$ cat src/rtl/ptet_pkg.sv
// ----------------------------------------------------------------------------
// ptet_pkg
// shared widths, codes, reset values and interface types of the touch tracker
// ----------------------------------------------------------------------------
package ptet_pkg;

    localparam int FINGER_COUNT_DEF = 5;
    localparam int FINGER_W         = 3;
    localparam int POS_W            = 24;
    localparam int UV_W             = 16;
    localparam int PRES_W           = 16;
    localparam int KIND_W           = 2;
    localparam int EXT_W            = 23;
    localparam int CFG_IDX_W        = 3;
    localparam int CFG_DATA_W       = 23;
    localparam int IN_DATA_W        = 80;
    localparam int OUT_DATA_W       = 56;

    // shared divider
    localparam int DIVIDEND_W = 39;
    localparam int DIVISOR_W  = 23;
    localparam int QUOT_W     = 18;
    localparam int DIV_CNT_W  = 5;
    localparam int DS_W       = DIVISOR_W + QUOT_W - 1;

    localparam logic [DIV_CNT_W-1:0] TOP_UV   = 5'd17;
    localparam logic [DIV_CNT_W-1:0] TOP_PRES = 5'd15;

    // register indexes
    localparam logic [CFG_IDX_W-1:0] CFG_ENABLED     = 3'd0;
    localparam logic [CFG_IDX_W-1:0] CFG_NORMAL_AXIS = 3'd1;
    localparam logic [CFG_IDX_W-1:0] CFG_EXTENT_U    = 3'd2;
    localparam logic [CFG_IDX_W-1:0] CFG_EXTENT_V    = 3'd3;
    localparam logic [CFG_IDX_W-1:0] CFG_TOUCH_DIST  = 3'd4;
    localparam logic [CFG_IDX_W-1:0] CFG_ALLOWED     = 3'd5;

    // register reset values
    localparam logic [1:0]       RST_NORMAL_AXIS = 2'd2;
    localparam logic [EXT_W-1:0] RST_EXTENT      = 23'd25600;
    localparam logic [EXT_W-1:0] RST_TOUCH_DIST  = 23'd512;
    localparam logic [4:0]       RST_ALLOWED     = 5'd31;

    // axis codes
    localparam logic [1:0] AXIS_X = 2'd0;
    localparam logic [1:0] AXIS_Y = 2'd1;

    // event kinds
    localparam logic [KIND_W-1:0] EV_BEGAN = 2'd0;
    localparam logic [KIND_W-1:0] EV_MOVED = 2'd1;
    localparam logic [KIND_W-1:0] EV_ENDED = 2'd2;

    // Q2.14 constants
    localparam logic signed [UV_W-1:0] MINUS_ONE_Q14 = -16'sd16384;
    localparam logic signed [UV_W-1:0] ONE_Q14       = 16'sd16384;
    localparam logic signed [19:0]     HALF_Q14      = 20'sd8192;
    localparam logic signed [19:0]     UV_MAX        = 20'sd32767;
    localparam logic signed [19:0]     UV_MIN        = -20'sd32768;
    localparam logic signed [16:0]     MOVE_TOL      = 17'sd16;

    typedef struct packed {
        logic                  start;
        logic [DIV_CNT_W-1:0]  top;
        logic [DIVIDEND_W-1:0] dividend;
        logic [DIVISOR_W-1:0]  divisor;
    } t_div_req;

    typedef struct packed {
        logic              done;
        logic [QUOT_W-1:0] quot;
    } t_div_rsp;

    typedef struct packed {
        logic                   touching;
        logic signed [UV_W-1:0] last_u;
        logic signed [UV_W-1:0] last_v;
    } t_fs_entry;

    typedef struct packed {
        logic      we;
        t_fs_entry entry;
    } t_fs_wr;

endpackage

$ cat src/rtl/ptet_div.sv
// ----------------------------------------------------------------------------
// ptet_div
// shared restoring divider, one quotient bit per cycle
// ----------------------------------------------------------------------------
module ptet_div
    import ptet_pkg::*;
(
    input  logic     i_clk,
    input  logic     i_rst_n,
    input  t_div_req i_req,
    output t_div_rsp o_rsp
);

    logic [DIVIDEND_W-1:0] r_rem;
    logic [DS_W-1:0]       r_ds;
    logic [QUOT_W-1:0]     r_q;
    logic [DIV_CNT_W-1:0]  r_cnt;
    logic                  r_busy;
    logic                  r_done;

    logic [DS_W:0] diff;
    logic          ge;

    // top step flags a quotient too large for the sequence that follows
    assign diff = {{(DS_W + 1 - DIVIDEND_W){1'b0}}, r_rem} - {1'b0, r_ds};
    assign ge   = !diff[DS_W];

    always_ff @(posedge i_clk) begin
        if (!i_rst_n) begin
            r_busy <= 1'b0;
            r_done <= 1'b0;
            r_cnt  <= '0;
        end else begin
            r_done <= 1'b0;
            if (i_req.start) begin
                r_busy <= 1'b1;
                r_cnt  <= i_req.top;
            end else if (r_busy) begin
                if (r_cnt == '0) begin
                    r_busy <= 1'b0;
                    r_done <= 1'b1;
                end else begin
                    r_cnt <= r_cnt - 1'b1;
                end
            end
        end
    end

    always_ff @(posedge i_clk) begin
        if (i_req.start) begin
            r_rem <= i_req.dividend;
            r_ds  <= DS_W'({{(DS_W - DIVISOR_W){1'b0}}, i_req.divisor} << i_req.top);
            r_q   <= '0;
        end else if (r_busy) begin
            if (ge) begin
                r_rem <= diff[DIVIDEND_W-1:0];
            end
            r_q  <= {r_q[QUOT_W-2:0], ge};
            r_ds <= r_ds >> 1;
        end
    end

    assign o_rsp.done = r_done;
    assign o_rsp.quot = r_q;

endmodule

$ cat src/rtl/ptet_fstate.sv
// ----------------------------------------------------------------------------
// ptet_fstate
// per-finger touching flag and last uv
// ----------------------------------------------------------------------------
module ptet_fstate
    import ptet_pkg::*;
#(
    parameter int FINGER_COUNT = FINGER_COUNT_DEF,
    parameter int IDX_W        = (FINGER_COUNT > 1) ? $clog2(FINGER_COUNT) : 1
) (
    input  logic             i_clk,
    input  logic             i_rst_n,
    input  logic [IDX_W-1:0] i_idx,
    input  t_fs_wr           i_wr,
    output t_fs_entry        o_rd
);

    t_fs_entry r_fs [FINGER_COUNT];

    always_ff @(posedge i_clk) begin
        if (!i_rst_n) begin
            for (int i = 0; i < FINGER_COUNT; i++) begin
                r_fs[i].touching <= 1'b0;
                r_fs[i].last_u   <= MINUS_ONE_Q14;
                r_fs[i].last_v   <= MINUS_ONE_Q14;
            end
        end else if (i_wr.we) begin
            r_fs[i_idx] <= i_wr.entry;
        end
    end

    assign o_rd = r_fs[i_idx];

endmodule

$ cat src/rtl/proximity_touch_event_tracker_unit.sv
// ----------------------------------------------------------------------------
// proximity_touch_event_tracker_unit
// fingertip samples in, touch began / moved / ended events out
// ----------------------------------------------------------------------------
// sequence: input transfer, check, divide for u, divide for v, touch test,
//   divide for pressure on a touching sample only, then emit to the output
//   register; an ignored sample gives no event
// intake: no new transfer until the sequencer is back in idle, which the
//   single shared divider and a full output slot at emit can hold off
// reset: synchronous active low, registers to their reset values, all
//   fingers released with last uv at minus one, no clearing pass
// ----------------------------------------------------------------------------
module proximity_touch_event_tracker_unit
    import ptet_pkg::*;
#(
    parameter int FINGER_COUNT = FINGER_COUNT_DEF
) (
    input  logic                  i_clk,
    input  logic                  i_rst_n,
    // configuration write port
    input  logic                  i_cfg_we,
    input  logic [CFG_IDX_W-1:0]  i_cfg_idx,
    input  logic [CFG_DATA_W-1:0] i_cfg_data,
    // sample stream
    input  logic                  s_axis_tvalid,
    output logic                  s_axis_tready,
    // finger[2:0], pos_x[26:3], pos_y[50:27], pos_z[74:51], zero fill above
    input  logic [IN_DATA_W-1:0]  s_axis_tdata,
    // event stream
    output logic                  m_axis_tvalid,
    input  logic                  m_axis_tready,
    // event_finger[2:0], coord_u[18:3], coord_v[34:19], pressure[50:35], zero fill
    output logic [OUT_DATA_W-1:0] m_axis_tdata,
    // event_kind[1:0]
    output logic [KIND_W-1:0]     m_axis_tuser
);

    localparam int IDX_W = (FINGER_COUNT > 1) ? $clog2(FINGER_COUNT) : 1;
    localparam int XW    = (IDX_W > FINGER_W) ? IDX_W : FINGER_W;

    // sequencer codes
    localparam logic [2:0] S_IDLE  = 3'd0;
    localparam logic [2:0] S_CHECK = 3'd1;
    localparam logic [2:0] S_DIVU  = 3'd2;
    localparam logic [2:0] S_DIVV  = 3'd3;
    localparam logic [2:0] S_TOUCH = 3'd4;
    localparam logic [2:0] S_PRES  = 3'd5;
    localparam logic [2:0] S_EMIT  = 3'd6;

    // configuration registers
    logic             r_enabled;
    logic [1:0]       r_normal_axis;
    logic [EXT_W-1:0] r_extent_u;
    logic [EXT_W-1:0] r_extent_v;
    logic [EXT_W-1:0] r_touch_dist;
    logic [4:0]       r_allowed;

    // captured sample
    logic [FINGER_W-1:0]     r_finger;
    logic signed [POS_W-1:0] r_pos_x;
    logic signed [POS_W-1:0] r_pos_y;
    logic signed [POS_W-1:0] r_pos_z;

    // working results
    logic [2:0]              r_state;
    logic [2:0]              n_state;
    logic signed [UV_W-1:0]  r_u;
    logic signed [UV_W-1:0]  r_v;
    logic                    r_touch;
    logic [PRES_W-1:0]       r_pres;

    // output register
    logic                    r_m_valid;
    logic [KIND_W-1:0]       r_m_kind;
    logic [FINGER_W-1:0]     r_m_finger;
    logic signed [UV_W-1:0]  r_m_u;
    logic signed [UV_W-1:0]  r_m_v;
    logic [PRES_W-1:0]       r_m_pres;

    t_div_req  div_req;
    t_div_rsp  div_rsp;
    t_fs_entry fs_rd;
    t_fs_wr    fs_wr;

    logic [XW-1:0]           f_ext;
    logic [IDX_W-1:0]        f_idx;
    logic                    in_range;
    logic                    allowed;
    logic                    consider;
    logic signed [POS_W-1:0] pu;
    logic signed [POS_W-1:0] pv;
    logic signed [POS_W-1:0] pn;
    logic [POS_W-1:0]        mag_u;
    logic [POS_W-1:0]        mag_v;
    logic [POS_W-1:0]        nrm_dist;
    logic [EXT_W-1:0]        ext_u;
    logic [EXT_W-1:0]        ext_v;
    logic                    touch_c;
    logic [EXT_W-1:0]        pres_x;
    logic [DIVIDEND_W-1:0]   pres_num;
    logic signed [16:0]      du;
    logic signed [16:0]      dv;
    logic                    moved;
    logic                    ev_valid;
    logic [KIND_W-1:0]       ev_kind;
    logic signed [UV_W-1:0]  ev_u;
    logic signed [UV_W-1:0]  ev_v;
    logic [PRES_W-1:0]       ev_pres;
    logic                    slot_free;
    logic                    emit_load;

    // signed quotient plus one half, saturated to q2.14
    function automatic logic signed [UV_W-1:0] f_to_uv(input logic [QUOT_W-1:0] q,
                                                       input logic neg);
        logic signed [19:0] mag;
        logic signed [19:0] s;
        mag = $signed({3'b000, q[QUOT_W-2:0]});
        s   = (neg ? -mag : mag) + HALF_Q14;
        if (q[QUOT_W-1]) begin
            f_to_uv = neg ? UV_MIN[UV_W-1:0] : UV_MAX[UV_W-1:0];
        end else if (s > UV_MAX) begin
            f_to_uv = UV_MAX[UV_W-1:0];
        end else if (s < UV_MIN) begin
            f_to_uv = UV_MIN[UV_W-1:0];
        end else begin
            f_to_uv = s[UV_W-1:0];
        end
    endfunction

    // ---- configuration ----
    always_ff @(posedge i_clk) begin
        if (!i_rst_n) begin
            r_enabled     <= 1'b0;
            r_normal_axis <= RST_NORMAL_AXIS;
            r_extent_u    <= RST_EXTENT;
            r_extent_v    <= RST_EXTENT;
            r_touch_dist  <= RST_TOUCH_DIST;
            r_allowed     <= RST_ALLOWED;
        end else if (i_cfg_we) begin
            case (i_cfg_idx)
                CFG_ENABLED:     r_enabled     <= i_cfg_data[0];
                CFG_NORMAL_AXIS: r_normal_axis <= i_cfg_data[1:0];
                CFG_EXTENT_U:    r_extent_u    <= i_cfg_data[EXT_W-1:0];
                CFG_EXTENT_V:    r_extent_v    <= i_cfg_data[EXT_W-1:0];
                CFG_TOUCH_DIST:  r_touch_dist  <= i_cfg_data[EXT_W-1:0];
                CFG_ALLOWED:     r_allowed     <= i_cfg_data[4:0];
                default: begin
                end
            endcase
        end
    end

    // ---- sample capture on input transfer ----
    assign s_axis_tready = (r_state == S_IDLE);

    always_ff @(posedge i_clk) begin
        if (s_axis_tvalid && s_axis_tready) begin
            r_finger <= s_axis_tdata[2:0];
            r_pos_x  <= s_axis_tdata[26:3];
            r_pos_y  <= s_axis_tdata[50:27];
            r_pos_z  <= s_axis_tdata[74:51];
        end
    end

    // finger filtering: out-of-range index dropped, mask covers fingers 0-4 only
    assign f_ext    = XW'(r_finger);
    assign f_idx    = f_ext[IDX_W-1:0];
    assign in_range = (f_ext < XW'(FINGER_COUNT));

    always_comb begin
        allowed = 1'b1;
        for (int i = 0; i < 5; i++) begin
            if (r_finger == FINGER_W'(i)) begin
                allowed = r_allowed[i];
            end
        end
    end

    assign consider = r_enabled && in_range && allowed;

    // ---- axis selection, code three behaves as z ----
    always_comb begin
        case (r_normal_axis)
            AXIS_X: begin
                pu = r_pos_y;
                pv = r_pos_z;
                pn = r_pos_x;
            end
            AXIS_Y: begin
                pu = r_pos_x;
                pv = r_pos_z;
                pn = r_pos_y;
            end
            default: begin
                pu = r_pos_x;
                pv = r_pos_y;
                pn = r_pos_z;
            end
        endcase
    end

    assign mag_u    = pu[POS_W-1] ? (~pu + 1'b1) : pu;
    assign mag_v    = pv[POS_W-1] ? (~pv + 1'b1) : pv;
    assign nrm_dist = pn[POS_W-1] ? (~pn + 1'b1) : pn;

    // zero extent counts as one
    assign ext_u = (r_extent_u == '0) ? EXT_W'(1) : r_extent_u;
    assign ext_v = (r_extent_v == '0) ? EXT_W'(1) : r_extent_v;

    // touch test on registered uv
    assign touch_c = !r_u[UV_W-1] && (r_u <= ONE_Q14) &&
                     !r_v[UV_W-1] && (r_v <= ONE_Q14) &&
                     ({1'b0, r_touch_dist} >= nrm_dist);

    // 65535 * (distance - d) as (x << 16) - x; zero threshold divides to all ones
    assign pres_x   = r_touch_dist - nrm_dist[EXT_W-1:0];
    assign pres_num = {pres_x, 16'h0000} - {16'h0000, pres_x};

    // ---- sequencer and divider requests ----
    always_comb begin
        n_state          = r_state;
        div_req.start    = 1'b0;
        div_req.top      = TOP_UV;
        div_req.dividend = {1'b0, mag_u, 14'b0};
        div_req.divisor  = ext_u;
        case (r_state)
            S_IDLE: begin
                if (s_axis_tvalid) begin
                    n_state = S_CHECK;
                end
            end
            S_CHECK: begin
                if (consider) begin
                    div_req.start = 1'b1;
                    n_state       = S_DIVU;
                end else begin
                    n_state = S_IDLE;
                end
            end
            S_DIVU: begin
                div_req.dividend = {1'b0, mag_v, 14'b0};
                div_req.divisor  = ext_v;
                if (div_rsp.done) begin
                    div_req.start = 1'b1;
                    n_state       = S_DIVV;
                end
            end
            S_DIVV: begin
                if (div_rsp.done) begin
                    n_state = S_TOUCH;
                end
            end
            S_TOUCH: begin
                div_req.top      = TOP_PRES;
                div_req.dividend = pres_num;
                div_req.divisor  = r_touch_dist;
                if (touch_c) begin
                    div_req.start = 1'b1;
                    n_state       = S_PRES;
                end else begin
                    n_state = S_EMIT;
                end
            end
            S_PRES: begin
                if (div_rsp.done) begin
                    n_state = S_EMIT;
                end
            end
            S_EMIT: begin
                if (!ev_valid || slot_free) begin
                    n_state = S_IDLE;
                end
            end
            default: begin
                n_state = S_IDLE;
            end
        endcase
    end

    always_ff @(posedge i_clk) begin
        if (!i_rst_n) begin
            r_state <= S_IDLE;
        end else begin
            r_state <= n_state;
        end
    end

    always_ff @(posedge i_clk) begin
        if (r_state == S_DIVU && div_rsp.done) begin
            r_u <= f_to_uv(div_rsp.quot, pu[POS_W-1]);
        end
        if (r_state == S_DIVV && div_rsp.done) begin
            r_v <= f_to_uv(div_rsp.quot, pv[POS_W-1]);
        end
        if (r_state == S_TOUCH) begin
            r_touch <= touch_c;
        end
        if (r_state == S_PRES && div_rsp.done) begin
            r_pres <= div_rsp.quot[PRES_W-1:0];
        end
    end

    ptet_div u_div (
        .i_clk   (i_clk),
        .i_rst_n (i_rst_n),
        .i_req   (div_req),
        .o_rsp   (div_rsp)
    );

    // ---- event decision ----
    assign du    = 17'(r_u) - 17'(fs_rd.last_u);
    assign dv    = 17'(r_v) - 17'(fs_rd.last_v);
    assign moved = (du > MOVE_TOL) || (du < -MOVE_TOL) ||
                   (dv > MOVE_TOL) || (dv < -MOVE_TOL);

    always_comb begin
        ev_valid             = 1'b0;
        ev_kind              = EV_BEGAN;
        ev_u                 = r_u;
        ev_v                 = r_v;
        ev_pres              = r_pres;
        fs_wr.entry.touching = 1'b1;
        fs_wr.entry.last_u   = r_u;
        fs_wr.entry.last_v   = r_v;
        if (r_touch && !fs_rd.touching) begin
            ev_valid = 1'b1;
        end else if (r_touch) begin
            ev_valid = moved;
            ev_kind  = EV_MOVED;
        end else if (fs_rd.touching) begin
            // release reports the stored uv and clears it
            ev_valid             = 1'b1;
            ev_kind              = EV_ENDED;
            ev_u                 = fs_rd.last_u;
            ev_v                 = fs_rd.last_v;
            ev_pres              = '0;
            fs_wr.entry.touching = 1'b0;
            fs_wr.entry.last_u   = MINUS_ONE_Q14;
            fs_wr.entry.last_v   = MINUS_ONE_Q14;
        end
        fs_wr.we = (r_state == S_EMIT) && ev_valid && slot_free;
    end

    assign slot_free = !r_m_valid || m_axis_tready;
    assign emit_load = (r_state == S_EMIT) && ev_valid && slot_free;

    ptet_fstate #(
        .FINGER_COUNT (FINGER_COUNT),
        .IDX_W        (IDX_W)
    ) u_fstate (
        .i_clk   (i_clk),
        .i_rst_n (i_rst_n),
        .i_idx   (f_idx),
        .i_wr    (fs_wr),
        .o_rd    (fs_rd)
    );

    // ---- output register, next sample may start while an event waits ----
    always_ff @(posedge i_clk) begin
        if (!i_rst_n) begin
            r_m_valid <= 1'b0;
        end else if (emit_load) begin
            r_m_valid <= 1'b1;
        end else if (m_axis_tready) begin
            r_m_valid <= 1'b0;
        end
    end

    always_ff @(posedge i_clk) begin
        if (emit_load) begin
            r_m_kind   <= ev_kind;
            r_m_finger <= r_finger;
            r_m_u      <= ev_u;
            r_m_v      <= ev_v;
            r_m_pres   <= ev_pres;
        end
    end

    assign m_axis_tvalid = r_m_valid;
    assign m_axis_tuser  = r_m_kind;
    assign m_axis_tdata  = {5'b00000, r_m_pres, r_m_v, r_m_u, r_m_finger};

`ifndef NO_ASSERTIONS
    // a sample transfer always starts a busy period
    a_busy_after_transfer: assert property (@(posedge i_clk) disable iff (!i_rst_n)
        (s_axis_tvalid && s_axis_tready) |=> !s_axis_tready)
        else $error("input ready right after a sample transfer");

    // divider only finishes while the sequencer waits on it
    a_div_done_expected: assert property (@(posedge i_clk) disable iff (!i_rst_n)
        div_rsp.done |-> (r_state == S_DIVU || r_state == S_DIVV || r_state == S_PRES))
        else $error("divider finished outside a divide step");

    // release events carry zero pressure
    a_ended_zero_pressure: assert property (@(posedge i_clk) disable iff (!i_rst_n)
        (m_axis_tvalid && m_axis_tuser == EV_ENDED) |-> (m_axis_tdata[50:35] == '0))
        else $error("ended event with nonzero pressure");

    // an event is only loaded while the output slot can take it
    a_no_overwrite: assert property (@(posedge i_clk) disable iff (!i_rst_n)
        (m_axis_tvalid && !m_axis_tready) |=> ($stable(m_axis_tdata) && m_axis_tvalid))
        else $error("pending event overwritten");
`endif

endmodule
$ cat config.mk
export PLATFORM = sky130hd
export DESIGN_NAME = proximity_touch_event_tracker_unit
export DESIGN_NICKNAME = d
export VERILOG_FILES = /design/src/rtl/ptet_pkg.sv /design/src/rtl/ptet_div.sv /design/src/rtl/ptet_fstate.sv /design/src/rtl/proximity_touch_event_tracker_unit.sv
export SDC_FILE = /design/constraint.sdc
export NUM_CORES = 1
export LEC_CHECK = 0
export CORE_MARGIN = 3
export CORE_UTILIZATION = 30
export CTS_CLUSTER_SIZE = 25
export DETAILED_ROUTE_END_ITERATION = 8
export DONT_BUFFER_PORTS = 1
export HOLD_SLACK_MARGIN = 0.06
export PLACE_DENSITY_LB_ADDON = 0.2
export SYNTH_ARGS = -nofsm -noshare
export SYNTH_HDL_FRONTEND = slang
export SYNTH_SLANG_ARGS = --single-unit
export TNS_END_PERCENT = 5
$ cat constraint.sdc
create_clock -name i_clk -period 9.17 [get_ports i_clk]
set_input_delay 1.834 -clock i_clk [delete_from_list [all_inputs] [get_ports i_clk]]
set_output_delay 1.834 -clock i_clk [all_outputs]
set_load 0.02 [all_outputs]
==> results of run 1 <==
## critical path: cells and delay by family (launching register included)
family	cells	cell delay, ns
buffers and inverters	1	0.07
AO/OA/AOI/OAI	9	2.69
flip-flops	1	1.05
XOR/XNOR	3	0.60
multiplexers	1	0.26
AND/OR/NAND/NOR	7	1.92
adder cells (fa/ha/maj)	2	0.73
## cells by family (layout without fill, tap and decap cells)
family	after synthesis	in the layout	synth area share
simple gates	1044	1044	0.150
compound gates	727	727	0.130
flops	629	629	0.510
buf+inv	275	265	0.0316
mux	210	210	0.0845
xor+xnor	200	200	0.0510
fa+ha+maj	115	115	0.0421
other cells	1	7	0.000107
## routing by layer
metal  vias up  wire (um)
met5         -          7
met1     12000      48000
met3       139       5500
li1      11700          -
met4         2       2700
met2       603      52500
## power by group through the flow
stage	combinational [mW]	clock [mW]	sequential, mW
2_1_floorplan	2.22	0	3.41
3_3_place_gp	2.96	0	3.55
3_5_place_dp	2.97	0	3.55
4_1_cts	2.98	2.90	3.49
5_1_grt	3.27	3.01	3.51
6_report	2.98	2.83	3.48
## cell type report
| class | instances | area [um^2] |
|---|---|---|
| Clock inverter | 26 | 218 |
| Tap cell | 1512 | 1890 |
| Multi-Input combinational cell | 2301 | 16200 |
| Sequential cell | 629 | 17800 |
| Clock buffer | 107 | 2110 |
| Antenna cell | 2 | 5.00 |
| Inverter | 86 | 323 |
| Fill cell | 11600 | 76000 |
| Timing Repair Buffer | 46 | 345 |
## through the flow
| step | setup slack [ns] | power (mW) |
|---|---|---|
| final | 1.57 | 9.29 |
| after global routing | 1.07 | 9.78 |
| after CTS | 1.73 | 9.37 |
| after detailed placement | 1.71 | 6.51 |
| after global placement | 1.81 | 6.51 |
| after floorplan | 0.731 | 5.63 |
## cell usage in the layout, fill, tap and decap left out, types with 14 or more instances in the layout
master	Yosys	layout
a211oi_1	19	19
a21o_1	55	55
a21oi_1	284	284
a31oi_1	29	29
and2_1	149	148
and3_1	20	20
buf_4	5	46
clkbuf_1	140	21
clkbuf_16	0	75
dfxtp_1	110	106
edfxtp_1	519	519
ha_1	111	111
inv_1	83	82
mux2_2	17	17
mux2i_1	127	125
mux4_2	66	66
nand2_1	294	293
nand2b_1	39	38
nand3_1	63	63
nand4_1	27	27
nor2_1	217	214
nor2b_1	33	33
nor3_1	83	79
nor4_1	30	29
o211ai_1	15	15
o21a_1	37	37
o21ai_0	125	123
o22ai_1	21	21
o31ai_1	25	21
or2_2	14	14
or3_1	22	22
xnor2_1	98	98
xor2_1	100	100
## flip-flops by register name, summed over array words and instances, names as in the netlist, 3 cells and up, named ones only
name and count:
u_fstate.r_fs 264, u_div.r_ds 40, u_div.r_rem 39, r_pos_x 24
r_pos_y 24, r_pos_z 24, r_extent_u 23, r_extent_v 23
r_touch_dist 23, u_div.r_q 18, r_m_pres 16, r_m_u 16
r_m_v 16, r_pres 16, r_u 16, r_v 16
r_allowed 5, u_div.r_cnt 5, f_ext 3, r_m_finger 3
r_state 3
## path summary, 6_finish.rpt
| check | end | slack [ns] | startpoint |
|---|---|---|---|
| worst max-delay path | u_div.r_rem[31]$_DFFE_PP_ | 1.57 | r_normal_axis[0]$_SDFFE_PN0P_ |
| worst min-delay path | r_extent_u[0]$_SDFFE_PN0P_ | 0.45 | r_extent_u[0]$_SDFFE_PN0P_ |
| worst max register to register | u_div.r_rem[31]$_DFFE_PP_ | 1.57 | r_normal_axis[0]$_SDFFE_PN0P_ |
| worst min register to register | r_extent_u[0]$_SDFFE_PN0P_ | 0.45 | r_extent_u[0]$_SDFFE_PN0P_ |
==> results_dict.tcl, run 1 <==
set metrics [dict create \
    outcome "finished, final reports clean" \
    post_cts_buffers 0 \
    synthTopCellsByArea "edfxtp_1, dfxtp_1, mux4_2, a21oi_1, ha_1" \
    synthArstFlopShare 0 \
    ir_worst_vdd_uv 161 \
    synth_area_um2 34900 \
    initial_core_util 0.304 \
    fp.coreArea_um2 115000 \
    use_met3 0.0296 \
    wl_per_cell_um 23.1 \
    clk_latency_ns 0.63 \
    die_w_um 347 \
    power_frac_comb 0.321 \
    cts_hold_buffers 0 \
    setup_violations 0 \
    synth_cell_types 96 \
    cts-root-buf "clkbuf_16" \
    grt.total_usage 0.177 \
    post-route-util 0.338 \
    grt_pass1_vias 24200 \
    met2_usage 0.301 \
    drt_iter0_markers 1959 \
    dpl_cell_area_um2 36500 \
    critPathKind "reg -> reg" \
    cap_violations 0 \
    clock_skew_ns 0.0114 \
    r2r_cells 23 \
    crit_path_frequent_cell "nand2_1" \
    synth_seq_cells 629 \
    yosysTopAreaCell "edfxtp_1" \
    rows 124 \
    synth_edf_count 519 \
    io-pin-count 171 \
    place_congestion 0.881 \
    syn_to_final_growth_pct 11.3 \
    cts_buffers 72 \
    clockBufferDepth 3 \
    cts_tree "built" \
    hold_violations 0 \
    dp.final_hpwl_um 77600 \
    antenna_left 0 \
    stdcell_count 4709 \
    clkPwrFrac 0.304 \
    switching_share 0.352 \
    dp.cells 4574 \
    synthCells 3201 \
    relSlewSlack 0.254 \
    clock_sinks 629 \
    synth.most_common_cell "edfxtp_1" \
    cp_slowest_cell "dfxtp_1" \
    tns_ns 0 \
    holdWs_ns 0.453 \
    final_layout_size_suffix_gt1_frac 0.0911 \
    yosys_warnings 0 \
    critPathRequiredTime_ns 9.51 \
    gr-max-usage-layer "met2" \
    p_leak_nw 14.2 \
    h-tree-depth 3 \
    vias 24400 \
    layout.nets 3362 \
    stdcell_area_um2 38800 \
    antenna_found_initial 2 \
    dr.pass1.iters 8 \
    routed_wl_um 109000 \
    cp_cell_sequence "mux2i_1, o21ai_0, a2111oi_1, nand4_1, nor4_1, nand2_1, nand2_1, xnor2_1, ha_1, nand4_1, inv_1, a221o_1, a21oi_1, o21bai_1, a21oi_1, xor2_1, ha_1, a21o_1, nor3_1, nand2_1, a2111oi_0, xor2_1, o22ai_1" \
    min_period_over_period 0.829 \
    cts.clk_slew.worst_paths_ns 0.06 \
    yosys.area.top_type_share 0.447 \
    cts_resized 0 \
    cp_slowest_stage_delay_ns 1.05 \
    slew_violations 0 \
    die_h_um 347 \
    drc 0 \
    p_switching_mw 3.27 \
    met1_usage 0.234 \
    holdPathStages 2 \
    hp-class "reg -> reg" \
    rsz0062_at_grt "no" \
    syn-mean-instance-area_um2 10.9 \
    internal-power_mw 6.02 \
    tightest_slew_ns 1.12 \
    overflow 0 \
    max_clock_freq_mhz 132 \
    portBuffers 0 \
    critPathArrivalTime_ns 7.94 \
    seqPwrFrac 0.375 \
    synthTopCellsByCount "edfxtp_1, nand2_1, a21oi_1" \
    seq_area_frac_synth 0.510 \
    power_density_nw_per_um2 239 \
    endpoint_kind "flip-flop" \
    via_per_inst 5.18 \
    startpoint_type "flip-flop" \
    synth_ff_type "edfxtp_1" \
    cp_max_fo 19 \
    fp.dieArea_um2 120000 \
    grt_max_degree 74 \
    grt_pass1_wl_um 161000 \
    min_period_ns 7.60 \
]
Note: power is estimated with default switching activity, not from simulation.
==> inputs of run 2 (changes only) <==
Settings changed: ABC_AREA set to 1.
Clock period 9.17 ns to 7.81 ns, I/O delays scaled along.
==> run 2 against run 1 <==
Hold slack improved by 0.0054 ns. Clock skew rose by 0.012 ns. First-iteration DRC count rose by 25%. Clock-buffer cell count fell by 9. Non-clock buffer count rose by 11. Global-route usage rose by 1.6 points. Sequential cell count did not move. Critical endpoint is now u_div.r_rem[19]$_DFFE_PP_.
==> results_dict.tcl, run 2 <==
set metrics [dict create \
    max_clock_freq_mhz 159 \
    drc 0 \
    synthArstFlopShare 0 \
    hp-class "reg -> reg" \
    synth_cell_types 60 \
    synthCells 4519 \
    clock_skew_ns 0.0234 \
    overflow 0 \
    clk_latency_ns 0.68 \
    antenna_left 0 \
    internal-power_mw 8.02 \
    seq_area_frac_synth 0.485 \
    totalPowerFinal_mw 13.8 \
    vias 30700 \
    clockBufferDepth 3 \
    layout_commonest_cell "nand2_1" \
    power_density_nw_per_um2 334 \
    final_cell_mix "nand2_1, nor2_1, inv_1" \
    p_leak_nw 16.7 \
    relSlewSlack 0.358 \
    rr_endpoint "u_div.r_rem[19]$_DFFE_PP_" \
    initial_core_util 0.304 \
    hold_violations 0 \
    cp.depth 31 \
    min_period_over_period 0.807 \
    slew_violations 0 \
    synthTopCellsByCount "nand2_1, nor2_1, inv_1" \
    cts_hold_buffers 0 \
    seqPwrFrac 0.298 \
    crit_path_frequent_cell "nand2_1" \
    grt_pass1_wl_um 185000 \
    synthTopCellsByArea "edfxtp_1, nand2_1, nor2_1, o21ai_0, dfxtp_1" \
    layout.nets 4711 \
    cp_max_fo 20 \
    h-tree-depth 3 \
    syn-mean-instance-area_um2 8.11 \
    critPathArrivalTime_ns 6.69 \
    io-pin-count 171 \
    dr.pass1.iters 5 \
    portBuffers 0 \
    outcome "finished, final reports clean" \
    synth_area_um2 36600 \
    setup_violations 0 \
    die_h_um 355 \
    cts_buffers 78 \
    dpl_cell_area_um2 38400 \
    yosys.area.top_type_share 0.425 \
    cp_slowest_cell "o21ai_0" \
    largest_register_ffs 264 \
    fp.coreArea_um2 121000 \
    tns_ns 0 \
    stdcell_area_um2 41300 \
    yosysTopAreaCell "edfxtp_1" \
    grt.total_usage 0.193 \
    switching_share 0.419 \
    rsz0062_at_grt "no" \
    grt_max_degree 93 \
    reg2reg_from "r_normal_axis[1]$_SDFFE_PN1P_" \
    cts-root-buf "clkbuf_16" \
    yosys_warnings 0 \
    p_switching_mw 5.78 \
    post_cts_buffers 0 \
    via_per_inst 4.97 \
    cap_violations 0 \
    endpoint "u_div.r_rem[19]$_DFFE_PP_" \
    synth_edf_count 519 \
    cp_top_family "simple AND/OR/NAND/NOR gates" \
    wl_per_cell_um 20.1 \
    antenna_found_initial 4 \
    die_w_um 355 \
    critPathKind "reg -> reg" \
    startpoint_type "flip-flop" \
    hp-start "r_allowed[0]$_SDFFE_PN1P_" \
    tightest_slew_ns 0.953 \
    final_layout_size_suffix_gt1_frac 0.0659 \
    dp.final_hpwl_um 91800 \
    power_frac_comb 0.409 \
    synth_ff_type "edfxtp_1" \
    synth_seq_cells 629 \
    synth.most_common_cell "nand2_1" \
    setup.worst_path.start "r_normal_axis[1]$_SDFFE_PN1P_" \
    r2r_cells 31 \
    cts_tree "built" \
    fp.dieArea_um2 126000 \
    top_regs "u_fstate.r_fs x264, u_div.r_ds x40, u_div.r_rem x39" \
    min_period_ns 6.30 \
    clkPwrFrac 0.292 \
    ir_worst_vdd_uv 247 \
    cp_slowest_stage_delay_ns 0.49 \
    routed_wl_um 124000 \
    rows 127 \
    cts_resized 0 \
    grt_pass1_vias 28900 \
    drt_iter0_markers 2447 \
    r2r_slack_ns 1.51 \
    syn_to_final_growth_pct 12.6 \
    endpoint_kind "flip-flop" \
    largest_register "u_fstate.r_fs" \
    place_congestion 0.930 \
    critPathRequiredTime_ns 8.20 \
    crit_buf_inv 4 \
    cts.clk_slew.worst_paths_ns 0.06 \
    clock_sinks 629 \
]
==> run 2: kinds of logic (layout without fill, tap and decap cells) <==
family                   after synthesis  after routing  synth area share
adder cells (fa/ha/maj)              115            115            0.0401
other                                  1              9          0.000102
buffers and inverters                747            775            0.0817
XOR/XNOR                              84             84            0.0201
AO/OA/AOI/OAI                        869            869             0.138
multiplexers                           1              1          0.000273
flip-flops                           629            629             0.485
AND/OR/NAND/NOR                     2073           2073             0.235
==> run 2: stage by stage <==
step | setup WS (ns) | instances | util | hold slack [ns]
after CTS | 1.47 | 6163 | 0.342 | 0.461
after global placement | 1.54 | 6017 | 0.318 | 0.448
after floorplan | 2.35 | 4523 | - | 0.403
after global routing | 0.939 | 6163 | 0.342 | 0.484
after detailed placement | 1.51 | 6017 | 0.318 | 0.447
final | 1.51 | 6167 | 0.342 | 0.459
==> run 2: layout make-up <==
class,instances,area (um^2)
clock buffers,98,2150
clock inverters,48,741
repair buffers,57,478
diodes,4,10.0
flip-flops and latches,629,17800
inverters,572,2150
well taps,1612,2020
fillers,12700,79300
multi-input cells,3147,15900
==> run 2: how the worst min path moves through the flow <==
| stage | depth (start not counted) | to | slack, ns |
|---|---|---|---|
| floorplan | 0 | r_pres[6]$_DFFE_PP_ | 0.40 |
| global placement | 2 | r_extent_v[0]$_SDFFE_PN0P_ | 0.45 |
| detailed placement | 2 | r_allowed[1]$_SDFFE_PN1P_ | 0.45 |
| CTS | 0 | r_pres[1]$_DFFE_PP_ | 0.46 |
| global route | 0 | r_pres[1]$_DFFE_PP_ | 0.48 |
| finish | 2 | r_allowed[0]$_SDFFE_PN1P_ | 0.46 |
==> run 2: per-layer routing <==
metal,wire (um),up-vias,GRT usage
met5,0,-,0
met4,2600,0,0.0455
met3,6620,128,0.0335
met2,60600,763,0.333
met1,54300,14600,0.251
li1,-,15200,-
==> run 2: power by group through the flow <==
stage,Sequential (mW),Combinational [mW],Clock [mW]
global route,4.14,6.36,4.27
detailed placement,4.19,5.65,0
floorplan,4.09,3.92,0
global placement,4.19,5.64,0
finish,4.12,5.65,4.03
CTS,4.12,5.67,4.14
==> run 2: worst min-delay path, stage by stage (launching register included) <==
cell and delay, ns:
dfxtp_1 0.33, nand2_1 0.05, nand3_1 0.05
==> inputs of run 3 (changes only) <==
Clock period 7.81 ns to 6.2 ns, I/O delays scaled along.
==> run 3 against run 2 <==
Clock-buffer cell count rose by 2. Via count fell by 0.28%. Power rose by 22%. Sequential share of layout area rose by 0.23 points. First-iteration DRC count fell by 4.0%. Critical path type unchanged. Critical endpoint is now u_div.r_ds[0]$_SDFFCE_PP0P_.
==> results_dict.tcl, run 3 (same netlist as run 2, synthesis figures left out) <==
set metrics [dict create \
    setup_violations 0 \
    ir_worst_vdd_uv 402 \
    top_regs "u_fstate.r_fs x264, u_div.r_ds x40, u_div.r_rem x39" \
    rsz0062_at_grt "no" \
    grt.total_usage 0.194 \
    place_congestion 0.936 \
    wl_per_cell_um 20.2 \
    syn_to_final_growth_pct 12.0 \
    crit_buf_inv 4 \
    largest_register "u_fstate.r_fs" \
    critPathArrivalTime_ns 6.08 \
    cts.clk_slew.worst_paths_ns 0.05 \
    cp_max_fo 36 \
    initial_core_util 0.304 \
    critPathKind "reg -> reg" \
    fp.dieArea_um2 126000 \
    hp-class "reg -> reg" \
    min_period_over_period 0.914 \
    antenna_left 0 \
    outcome "finished, final reports clean" \
    fp.coreArea_um2 121000 \
    dp.final_hpwl_um 92800 \
    overflow 0 \
    drt_iter0_markers 2349 \
    hold_violations 0 \
    min_period_ns 5.67 \
    endpoint_kind "flip-flop" \
    layout_commonest_cell "nand2_1" \
    cts_buffers 75 \
    critPathRequiredTime_ns 6.61 \
    antenna_found_initial 5 \
    drc 0 \
    rows 127 \
    pre_cts_ws_ns 0.438 \
    post-route-util 0.340 \
    slew_violations 0 \
    via_per_inst 4.95 \
    clock_sinks 629 \
    final_layout_size_suffix_gt1_frac 0.0679 \
    clockBufferDepth 3 \
    h-tree-depth 3 \
    tightest_slew_ns 1.10 \
    io-pin-count 171 \
    vias 30600 \
    fill_cells 12800 \
    crit_path_frequent_cell "nand2_1" \
    cts_tree "built" \
    die_h_um 355 \
    routed_wl_um 125000 \
    grt_max_degree 93 \
    power_density_nw_per_um2 409 \
    cp_slowest_cell "nand2_2" \
    layout.nets 4728 \
    startpoint_type "flip-flop" \
    relSlewSlack 0.267 \
    dr.pass1.iters 6 \
    clock_skew_ns 0.0289 \
    die_w_um 355 \
    clk_latency_ns 0.68 \
    grt_pass1_vias 29400 \
    largest_register_ffs 264 \
    portBuffers 0 \
    tns_ns 0 \
    cap_violations 0 \
    setup_ws_ns 0.534 \
    p_leak_nw 16.6 \
    cts-root-buf "clkbuf_16" \
    max_clock_freq_mhz 177 \
    grt_pass1_wl_um 185000 \
    cp_top_family "simple AND/OR/NAND/NOR gates" \
    final_cell_mix "nand2_1, nor2_1, inv_1" \
    cp_slowest_stage_delay_ns 0.42 \
]
run 3: final timing paths:
check / from / to / slack, ns / cells after the start
setup / recovery: r_normal_axis[1]$_SDFFE_PN1P_ / u_div.r_ds[0]$_SDFFCE_PP0P_ / 0.53 / 30
hold / removal: u_div.r_q[1]$_SDFFE_PP0P_ / r_pres[1]$_DFFE_PP_ / 0.45 / 0
setup reg to reg: r_normal_axis[1]$_SDFFE_PN1P_ / u_div.r_ds[0]$_SDFFCE_PP0P_ / 0.53 / 30
hold reg to reg: u_div.r_q[1]$_SDFFE_PP0P_ / r_pres[1]$_DFFE_PP_ / 0.45 / 0
run 3: repair_timing:
item,in CTS,in global routing
resized for setup,0,14
setup buffers,0,1
hold buffers,0,0
setup endpoints to repair,0,61
run 3: worst register-to-register path, delay by kind of cell (launching register included):
family	cells	cell delay [ns]
buffers and inverters	4	0.99
AOI/OAI and AO/OA	6	1.05
adders and majority gates	1	0.34
xor gates and xnor gates	1	0.19
DFF	1	0.36
and+or+nand+nor	18	2.47
run 3: where the power goes:
part	total (mW)	internal, mW	switching (mW)
Combinational	7.25	2.10	5.15
Clock	4.38	2.50	1.88
Sequential	5.17	4.95	0.220
Total	16.8	9.54	7.25
run 3: final cells by class:
cell class | count | area (um^2) | area share
inverter | 572 | 2150 | 0.0525
antenna | 3 | 7.51 | 0.000183
sequential | 629 | 17800 | 0.434
clock buffer | 100 | 2060 | 0.0503
tap | 1612 | 2020 | 0.0491
timing repair buffer | 77 | 673 | 0.0164
clock inverter | 40 | 362 | 0.00881
multi-input combinational | 3147 | 16000 | 0.389
run 3: metal layers:
metal / part of all wire / track usage / wire, um
met1: 0.43 / 0.249 / 53600
met2: 0.47 / 0.321 / 58700
met3: 0.062 / 0.0407 / 7810
met4: 0.038 / 0.0727 / 4760
met5: 0.000072 / 0 / 9
run 3: through the flow:
step / instances / power (mW) / hold slack (ns) / instance area [um^2]
after floorplan: 4523 / 10.1 / 0.403 / 36700
after global placement: 6036 / 12.5 / 0.443 / 38500
after detailed placement: 6036 / 12.5 / 0.446 / 38500
after CTS: 6176 / 16.9 / 0.450 / 41000
after global routing: 6177 / 18.0 / 0.468 / 41000
final: 6180 / 16.8 / 0.453 / 41000
